==> src/hdl/xve_pkg.sv <==
// Shared types, constants and the round-count table for the message encryptor.
// No dependencies; imported by every module of the block.
package xve_pkg;

  localparam int MAX_DATA_WORDS = 63;
  localparam int STORE_DEPTH    = MAX_DATA_WORDS + 1;
  localparam int ADDR_W         = $clog2(STORE_DEPTH);
  localparam int COUNT_W        = $clog2(STORE_DEPTH + 1);
  localparam int WORD_W         = 32;
  localparam int TOTAL_W        = 8;
  localparam int ROUNDS_W       = 6;
  localparam int NB_W           = 3;
  localparam int KEY_IDX_W      = 2;

  localparam logic [WORD_W-1:0] CIPHER_DELTA = 32'h9E37_79B9;
  localparam logic [NB_W-1:0]   NB_FULL      = 3'd4;

  localparam logic [KEY_IDX_W-1:0] REG_KEY_WORD0 = 2'd0;
  localparam logic [KEY_IDX_W-1:0] REG_KEY_WORD1 = 2'd1;
  localparam logic [KEY_IDX_W-1:0] REG_KEY_WORD2 = 2'd2;
  localparam logic [KEY_IDX_W-1:0] REG_KEY_WORD3 = 2'd3;

  typedef enum logic [3:0] {
    ST_IDLE,
    ST_SETUP,
    ST_LOAD0,
    ST_ROUND,
    ST_RD,
    ST_M1,
    ST_M2,
    ST_M3,
    ST_OUT_RD,
    ST_OUT_LOAD,
    ST_OUT_WAIT
  } state_t;

  typedef enum logic [1:0] {
    MIX_SUM,
    MIX_SHIFT,
    MIX_KEY,
    MIX_ACC
  } mix_op_t;

  typedef struct packed {
    mix_op_t           op;
    logic [WORD_W-1:0] x;
    logic [WORD_W-1:0] y;
    logic [WORD_W-1:0] z;
    logic [WORD_W-1:0] sum;
    logic [WORD_W-1:0] t;
    logic [WORD_W-1:0] key;
  } mix_req_t;

  typedef logic [3:0][WORD_W-1:0] key_set_t;

  // 6 + 52/(n+1) for a message of n+1 words
  function automatic logic [ROUNDS_W-1:0] rounds_for(input logic [ADDR_W-1:0] n);
    logic [ROUNDS_W-1:0] r;
    begin
      if (n == ADDR_W'(0))       r = ROUNDS_W'(58);
      else if (n == ADDR_W'(1))  r = ROUNDS_W'(32);
      else if (n == ADDR_W'(2))  r = ROUNDS_W'(23);
      else if (n == ADDR_W'(3))  r = ROUNDS_W'(19);
      else if (n == ADDR_W'(4))  r = ROUNDS_W'(16);
      else if (n == ADDR_W'(5))  r = ROUNDS_W'(14);
      else if (n == ADDR_W'(6))  r = ROUNDS_W'(13);
      else if (n == ADDR_W'(7))  r = ROUNDS_W'(12);
      else if (n <= ADDR_W'(9))  r = ROUNDS_W'(11);
      else if (n <= ADDR_W'(12)) r = ROUNDS_W'(10);
      else if (n <= ADDR_W'(16)) r = ROUNDS_W'(9);
      else if (n <= ADDR_W'(25)) r = ROUNDS_W'(8);
      else if (n <= ADDR_W'(51)) r = ROUNDS_W'(7);
      else                       r = ROUNDS_W'(6);
      return r;
    end
  endfunction

endpackage

==> src/hdl/xxtea_variant_message_encrypt.sv <==
// Top level of the message encryptor: key registers and the cipher core.
// Depends on xve_pkg and xve_core.
//
//   channel  direction  handshake            payload
//   input    in         in_valid/in_stall    data_word, valid_bytes, final_word
//   output   out        out_valid/out_stall  cipher_word, last_out, empty_message
//   config   in         cfg_we               cfg_index, cfg_data
//
// Non-final words are accepted back to back while idle. A final word of a non-empty
// message runs R rounds, R = 6 + 52/(N+1), N+1 the stored words plus the length word:
// set-up in ST_SETUP and ST_LOAD0, then per round ST_ROUND for the sum and ST_RD,
// ST_M1, ST_M2, ST_M3 per word update on the one memory read port and the shared adder.
// Each result then passes ST_OUT_RD, ST_OUT_LOAD and ST_OUT_WAIT, plus any output stall.
// Reset clears the word count, byte total, keys and output valid; no clearing pass.
// The input is stalled from a final word until its last result is taken.
module xxtea_variant_message_encrypt
  import xve_pkg::*;
(
  input  logic                 clk,
  input  logic                 rst,
  input  logic                 cfg_we,
  input  logic [KEY_IDX_W-1:0] cfg_index,
  input  logic [WORD_W-1:0]    cfg_data,
  input  logic                 in_valid,
  output logic                 in_stall,
  input  logic [WORD_W-1:0]    data_word,
  input  logic [NB_W-1:0]      valid_bytes,
  input  logic                 final_word,
  output logic                 out_valid,
  input  logic                 out_stall,
  output logic [WORD_W-1:0]    cipher_word,
  output logic                 last_out,
  output logic                 empty_message
);

  key_set_t keys;

  always_ff @(posedge clk) begin
    if (rst) begin
      keys <= '0;
    end else if (cfg_we) begin
      case (cfg_index)
        REG_KEY_WORD0: keys[0] <= cfg_data;
        REG_KEY_WORD1: keys[1] <= cfg_data;
        REG_KEY_WORD2: keys[2] <= cfg_data;
        REG_KEY_WORD3: keys[3] <= cfg_data;
        default:       keys    <= keys;
      endcase
    end
  end

  xve_core u_core (
    .clk           (clk),
    .rst           (rst),
    .keys          (keys),
    .in_valid      (in_valid),
    .in_stall      (in_stall),
    .data_word     (data_word),
    .valid_bytes   (valid_bytes),
    .final_word    (final_word),
    .out_valid     (out_valid),
    .out_stall     (out_stall),
    .cipher_word   (cipher_word),
    .last_out      (last_out),
    .empty_message (empty_message)
  );

endmodule

==> src/hdl/xve_store.sv <==
// Word store: one write port, one registered read port.
// Depends on xve_pkg for depth and widths.
module xve_store
  import xve_pkg::*;
(
  input  logic              clk,
  input  logic              we,
  input  logic [ADDR_W-1:0] waddr,
  input  logic [WORD_W-1:0] wdata,
  input  logic [ADDR_W-1:0] raddr,
  output logic [WORD_W-1:0] rdata
);

  logic [WORD_W-1:0] mem [STORE_DEPTH];

  always_ff @(posedge clk) begin
    if (we) begin
      mem[waddr] <= wdata;
    end
  end

  always_ff @(posedge clk) begin
    rdata <= mem[raddr];
  end

endmodule

==> src/hdl/xve_mix.sv <==
// Shared 32-bit adder with operand selection for the cipher's mixing steps.
// Depends on xve_pkg for the request struct and operation codes.
module xve_mix
  import xve_pkg::*;
(
  input  mix_req_t          req,
  output logic [WORD_W-1:0] res
);

  logic [WORD_W-1:0] a;
  logic [WORD_W-1:0] b;

  always_comb begin
    case (req.op)
      MIX_SUM: begin
        a = req.sum;
        b = CIPHER_DELTA;
      end
      MIX_SHIFT: begin
        a = (req.z >> 5) ^ (req.y << 2);
        b = ((req.y >> 3) ^ (req.z << 4)) ^ (req.sum ^ req.y);
      end
      MIX_KEY: begin
        a = req.t;
        b = req.key ^ req.z;
      end
      MIX_ACC: begin
        a = req.x;
        b = req.t;
      end
      default: begin
        a = '0;
        b = '0;
      end
    endcase
  end

  assign res = a + b;

endmodule

==> src/hdl/xve_core.sv <==
// Sequencer and datapath: gathers words, runs the rounds through the shared adder,
// and streams the enciphered words out. Uses xve_pkg, xve_store and xve_mix.
module xve_core
  import xve_pkg::*;
(
  input  logic              clk,
  input  logic              rst,
  input  key_set_t          keys,
  input  logic              in_valid,
  output logic              in_stall,
  input  logic [WORD_W-1:0] data_word,
  input  logic [NB_W-1:0]   valid_bytes,
  input  logic              final_word,
  output logic              out_valid,
  input  logic              out_stall,
  output logic [WORD_W-1:0] cipher_word,
  output logic              last_out,
  output logic              empty_message
);

  state_t state;
  state_t state_next;

  logic [COUNT_W-1:0]  count;
  logic [TOTAL_W-1:0]  total;
  logic [ROUNDS_W-1:0] rounds;
  logic [WORD_W-1:0]   sum;
  logic [WORD_W-1:0]   z;
  logic [WORD_W-1:0]   x;
  logic [WORD_W-1:0]   y;
  logic [WORD_W-1:0]   t;
  logic [ADDR_W-1:0]   p;

  logic [ADDR_W-1:0] n;
  logic              in_acc;
  logic [NB_W-1:0]   nb;
  logic              do_store;
  logic [WORD_W-1:0] masked;
  logic [TOTAL_W-1:0] total_next;
  logic              p_at_end;
  logic [ADDR_W-1:0] p_succ;

  logic              mem_we;
  logic [ADDR_W-1:0] mem_waddr;
  logic [WORD_W-1:0] mem_wdata;
  logic [ADDR_W-1:0] mem_raddr;
  logic [WORD_W-1:0] mem_rdata;

  mix_req_t          mreq;
  logic [WORD_W-1:0] mres;

  assign n        = count[ADDR_W-1:0];
  assign in_stall = (state != ST_IDLE);
  assign in_acc   = in_valid && !in_stall;
  assign nb       = (valid_bytes > NB_FULL) ? NB_FULL : valid_bytes;
  assign do_store = (nb != '0) && (count < COUNT_W'(MAX_DATA_WORDS));
  assign total_next = do_store ? total + TOTAL_W'(nb) : total;
  assign p_at_end = (p == n);
  assign p_succ   = p_at_end ? '0 : p + ADDR_W'(1);

  always_comb begin
    case (nb)
      3'd1:    masked = {24'b0, data_word[7:0]};
      3'd2:    masked = {16'b0, data_word[15:0]};
      3'd3:    masked = {8'b0, data_word[23:0]};
      default: masked = data_word;
    endcase
  end

  xve_store u_store (
    .clk   (clk),
    .we    (mem_we),
    .waddr (mem_waddr),
    .wdata (mem_wdata),
    .raddr (mem_raddr),
    .rdata (mem_rdata)
  );

  xve_mix u_mix (
    .req (mreq),
    .res (mres)
  );

  always_comb begin
    case (state)
      ST_IDLE: begin
        if (in_acc && final_word) begin
          state_next = (total_next == '0) ? ST_OUT_WAIT : ST_SETUP;
        end else begin
          state_next = ST_IDLE;
        end
      end
      ST_SETUP:    state_next = ST_LOAD0;
      ST_LOAD0:    state_next = ST_ROUND;
      ST_ROUND:    state_next = ST_RD;
      ST_RD:       state_next = ST_M1;
      ST_M1:       state_next = ST_M2;
      ST_M2:       state_next = ST_M3;
      ST_M3: begin
        if (!p_at_end) begin
          state_next = ST_RD;
        end else if (rounds == '0) begin
          state_next = ST_OUT_RD;
        end else begin
          state_next = ST_ROUND;
        end
      end
      ST_OUT_RD:   state_next = ST_OUT_LOAD;
      ST_OUT_LOAD: state_next = ST_OUT_WAIT;
      ST_OUT_WAIT: begin
        if (!out_stall) begin
          state_next = last_out ? ST_IDLE : ST_OUT_RD;
        end else begin
          state_next = ST_OUT_WAIT;
        end
      end
      default:     state_next = ST_IDLE;
    endcase
  end

  always_comb begin
    mem_we    = 1'b0;
    mem_waddr = p;
    mem_wdata = mres;
    mem_raddr = '0;
    mreq.op   = MIX_SUM;
    mreq.x    = x;
    mreq.y    = mem_rdata;
    mreq.z    = z;
    mreq.sum  = sum;
    mreq.t    = t;
    mreq.key  = keys[p[KEY_IDX_W-1:0] ^ sum[3:2]];
    case (state)
      ST_IDLE: begin
        mem_we    = in_acc && do_store;
        mem_waddr = n;
        mem_wdata = masked;
      end
      ST_SETUP: begin
        mem_we    = 1'b1;
        mem_waddr = n;
        mem_wdata = WORD_W'(total);
      end
      ST_ROUND:  mreq.op = MIX_SUM;
      ST_RD:     mem_raddr = p_succ;
      ST_M1:     mreq.op = MIX_SHIFT;
      ST_M2:     mreq.op = MIX_KEY;
      ST_M3: begin
        mreq.op = MIX_ACC;
        mem_we  = 1'b1;
      end
      ST_OUT_RD: mem_raddr = p;
      default: begin
        mem_we = 1'b0;
      end
    endcase
  end

  always_ff @(posedge clk) begin
    if (rst) begin
      state     <= ST_IDLE;
      count     <= '0;
      total     <= '0;
      out_valid <= 1'b0;
    end else begin
      state <= state_next;
      case (state)
        ST_IDLE: begin
          if (in_acc) begin
            if (do_store) begin
              count <= count + COUNT_W'(1);
              total <= total_next;
            end
            if (final_word && total_next == '0) begin
              out_valid <= 1'b1;
            end
          end
        end
        ST_OUT_LOAD: out_valid <= 1'b1;
        ST_OUT_WAIT: begin
          if (!out_stall) begin
            out_valid <= 1'b0;
            if (last_out) begin
              count <= '0;
              total <= '0;
            end
          end
        end
        default: begin
          out_valid <= out_valid;
        end
      endcase
    end
  end

  always_ff @(posedge clk) begin
    case (state)
      ST_IDLE: begin
        if (in_acc && final_word && total_next == '0) begin
          cipher_word   <= '0;
          last_out      <= 1'b1;
          empty_message <= 1'b1;
        end
      end
      ST_SETUP: begin
        z      <= WORD_W'(total);
        rounds <= rounds_for(n);
        sum    <= '0;
      end
      ST_LOAD0: x <= mem_rdata;
      ST_ROUND: begin
        sum    <= mres;
        rounds <= rounds - ROUNDS_W'(1);
        p      <= '0;
      end
      ST_M1: begin
        y <= mem_rdata;
        t <= mres;
      end
      ST_M2: t <= mres;
      ST_M3: begin
        z <= mres;
        x <= y;
        p <= p_succ;
      end
      ST_OUT_LOAD: begin
        cipher_word   <= mem_rdata;
        last_out      <= p_at_end;
        empty_message <= 1'b0;
      end
      ST_OUT_WAIT: begin
        if (!out_stall && !last_out) begin
          p <= p + ADDR_W'(1);
        end
      end
      default: begin
        t <= t;
      end
    endcase
  end

endmodule
==> config.mk <==
export PLATFORM = sky130hd
export DESIGN_NAME = xxtea_variant_message_encrypt
export DESIGN_NICKNAME = d
export VERILOG_FILES = /design/src/hdl/xve_pkg.sv /design/src/hdl/xxtea_variant_message_encrypt.sv /design/src/hdl/xve_store.sv /design/src/hdl/xve_mix.sv /design/src/hdl/xve_core.sv
export SDC_FILE = /design/constraint.sdc
export NUM_CORES = 2
export LEC_CHECK = 0
export BUFFER_PORTS_ARGS = -buffer_cell sky130_fd_sc_hd__buf_2
export CORE_MARGIN = 5
export CORE_UTILIZATION = 23
export DETAILED_ROUTE_END_ITERATION = 16
export GPL_ROUTABILITY_DRIVEN = 0
export HOLD_SLACK_MARGIN = 0.05
export PLACE_DENSITY = 0.41
export SYNTH_ARGS = -nofsm -noshare
export SYNTH_HDL_FRONTEND = slang
export SYNTH_SLANG_ARGS = --single-unit
==> constraint.sdc <==
create_clock -name clk -period 8.05 [get_ports clk]
set_clock_uncertainty 0.05 [all_clocks]
set_input_delay 0.4025 -clock clk [delete_from_list [all_inputs] [get_ports clk]]
set_output_delay 0.4025 -clock clk [all_outputs]
set_load 0.03 [all_outputs]
==> reports/metrics.yaml <==
floorplanning:
  start_util: 0.2308
  die_y_um: 675.5
  io_pins: 111
  dieArea_um2: 456300
  coreArea_um2: 441500
  dieWidth_um: 675.5
  rows: 244
logic_synthesis:
  synthDistinctLibCells: 86
  synth_seq_cells: 2434
  syn_area_um2: 101900
  synthCells: 7974
  synth_flop_cell: "edfxtp_1"
  synth_seq_area_share: 0.6998
  synth_area_leaders: "edfxtp_1, nand2_1, mux2i_1"
  yosysTopAreaCell: "edfxtp_1"
  yosys_warnings: 0
  avgSynthCellArea_um2: 12.78
  synth_top_area_frac: 0.6644
  synth-edff-count: 2254
  syn-num-nets: 8092
  async_reset_ff_frac: 0
timing:
  report.final.hold_viol_count: 0
  period_share: 0.8100
  max_clock_freq_mhz: 153.4
  slew_violations: 3
  setup_ws_ns: 1.530
  setup_tns_ns: 0
  rsz0062_at_grt: "false"
  finalSetupViolCount: 0
  layout_min_cycle_time_ns: 6.520
  worst_pin_slew_ns: 1.635
  relSlewSlack: -0.1013
routing:
  ant_nets: 0
  drt_iter0_drc: 6383
  routedWlPerCell_um: 25.43
  wl_um: 363800
  viasPerCell: 4.667
  first_pass_iters: 6
  drcViolationCount: 0
  vias: 66742
finish:
  syn2layout_area_growth_pct: 17.82
  fin_nets: 8282
  drive_above_1_share: 0.1189
  final_cell_mix: "edfxtp_1, nand2_1, nand3_1"
  n_fill_cell: 45348
  largest_registers: "u_core.u_store.mem: 2048 flops, keys: 128 flops"
  top_register: "u_core.u_store.mem"
  largest_register_ffs: 2048
  layout_commonest_cell: "edfxtp_1"
clock_tree:
  root_buffer: "clkbuf_16"
  insertion_delay_ns: 0.90
  path_clk_slew_ns: 0.06
  cts_setup_buffers: 0
  cts_sinks: 2434
  numCtsBuffers: 286
  cts_tree: "built"
  h-tree-depth: 5
  clockBufferDepth: 4
outcome:
  violations: "max-capacitance violations, max-slew violations"
  status: "complete, but fails checks"
global_routing:
  antenna_found_initial: 21
  grt_max_degree: 122
  grt_usage: 0.1539
  grt_pass1_vias: 65346
  grt_overflow: 0
  grt_first_pass_wirelength_um: 510000
power_and_ir_drop:
  p_leak_nw: 40.41
  irDropWorstVdd_uv: 229.0
  p_per_area_nw_per_um2: 315.8
job:
  maxCapViolCount: 2
hold_path:
  hp-class: "primary input to flip-flop"
  holdPathStages: 5
setup_path:
  cp.required_ns: 8.57
  cp-end-kind: "flip-flop"
  cp_max_fo: 64
  rr_worst_depth: 18
  criticalPathCategory: "flip-flop to flip-flop"
  worstPathArrival_ns: 7.04
  start_kind: "flip-flop"
place:
  numPortBuffers: 110
  dp_hpwl_um: 213800
  post-place-ws_ns: 1.630
stage by stage:
stage | std cells | instance area (um^2) | utilization | total power, mW | hold slack [ns]
after floorplan | 7974 | 101900 | - | 21.35 | 0.3831
after global placement | 13739 | 110700 | 0.2507 | 25.62 | 0.3887
after detailed placement | 13739 | 110700 | 0.2507 | 25.72 | 0.3956
after CTS | 14282 | 120000 | 0.2718 | 38.34 | 0.05946
after global routing | 14285 | 120000 | 0.2718 | 39.32 | 0.07968
final | 14302 | 120000 | 0.2719 | 37.90 | 0.1220
final timing paths:
check / startpoint / endpoint / slack (ns)
max reg2reg: u_core.p[0] / u_core.u_store.mem[19][23] / 1.53
min: valid_bytes[2] / u_core.total[0] / 0.12
min reg2reg: keys[50] / keys[50] / 0.40
max: u_core.p[0] / u_core.u_store.mem[19][23] / 1.53
per-layer routing:
metal  global-route usage  wire length (um)  vias up
li1                     -                 -    29612
met1               0.2096            161500    34469
met2               0.2566            172700     2141
met3              0.01963             18560      520
met4              0.04379             11010        0
met5                    0                 0        -
worst max-delay path: stages (launching register included):
cell and delay [ns]:
edfxtp_1 0.69, xnor2_2 0.16, buf_4 0.34, buf_4 0.44, mux4_2 0.58, xor2_1 0.16
nor2_1 0.12, o21ai_0 0.12, ha_1 0.38, a21o_1 0.18, a21o_1 0.17, a21o_1 0.20
o21a_1 0.22, a2111oi_2 0.73, nor2_1 0.16, o22ai_1 0.23, xor2_1 0.25, o21ai_4 0.30
buf_4 0.65
cell type report:
| class | instances | area [um^2] | share of cell area |
|---|---|---|---|
| multi-input cells | 4967 | 28940 | 0.2411 |
| flip-flops and latches | 2434 | 71290 | 0.5940 |
| inverters | 60 | 225.2 | 0.001876 |
| repair buffers | 415 | 3258 | 0.02715 |
| diodes | 20 | 50.05 | 0.0004170 |
| clock buffers | 373 | 7833 | 0.06526 |
| well taps | 5904 | 7387 | 0.06155 |
| clock inverters | 129 | 1039 | 0.008653 |
power breakdown:
group	internal [mW]	switching [mW]
logic	1.90	6.38
clock network	7.25	5.28
registers	16.6	0.520
kinds of logic (layout without fill, tap and decap cells):
kind of cell / after synthesis / in the layout / share of synthesized area
and+or+nand+nor: 3382 / 3382 / 0.1447
DFF: 2434 / 2434 / 0.6998
AOI/OAI and AO/OA: 941 / 941 / 0.06254
buffers and inverters: 573 / 977 / 0.02671
muxes: 408 / 408 / 0.04407
xor gates and xnor gates: 193 / 193 / 0.01680
adders and majority gates: 43 / 43 / 0.005429
other: 0 / 20 / 0
Yosys cell counts (all sizes together), types with 57 or more instances:
cell    instances
edfxtp       2254
nand2        2078
nand3         629
mux2i         372
buf           283
a21oi         260
nor2          249
clkbuf        230
and3          210
dfxtp         180
a311oi        151
o21ai         145
xor2          116
a31oi         106
nor3           83
xnor2          76
a22oi          66
inv            60
o22ai          57
repair_timing:
action	CTS	global route
hold endpoints to repair	148	0
gates resized for setup	0	0
hold buffers	41	0
(Power assumes the default switching activity.)
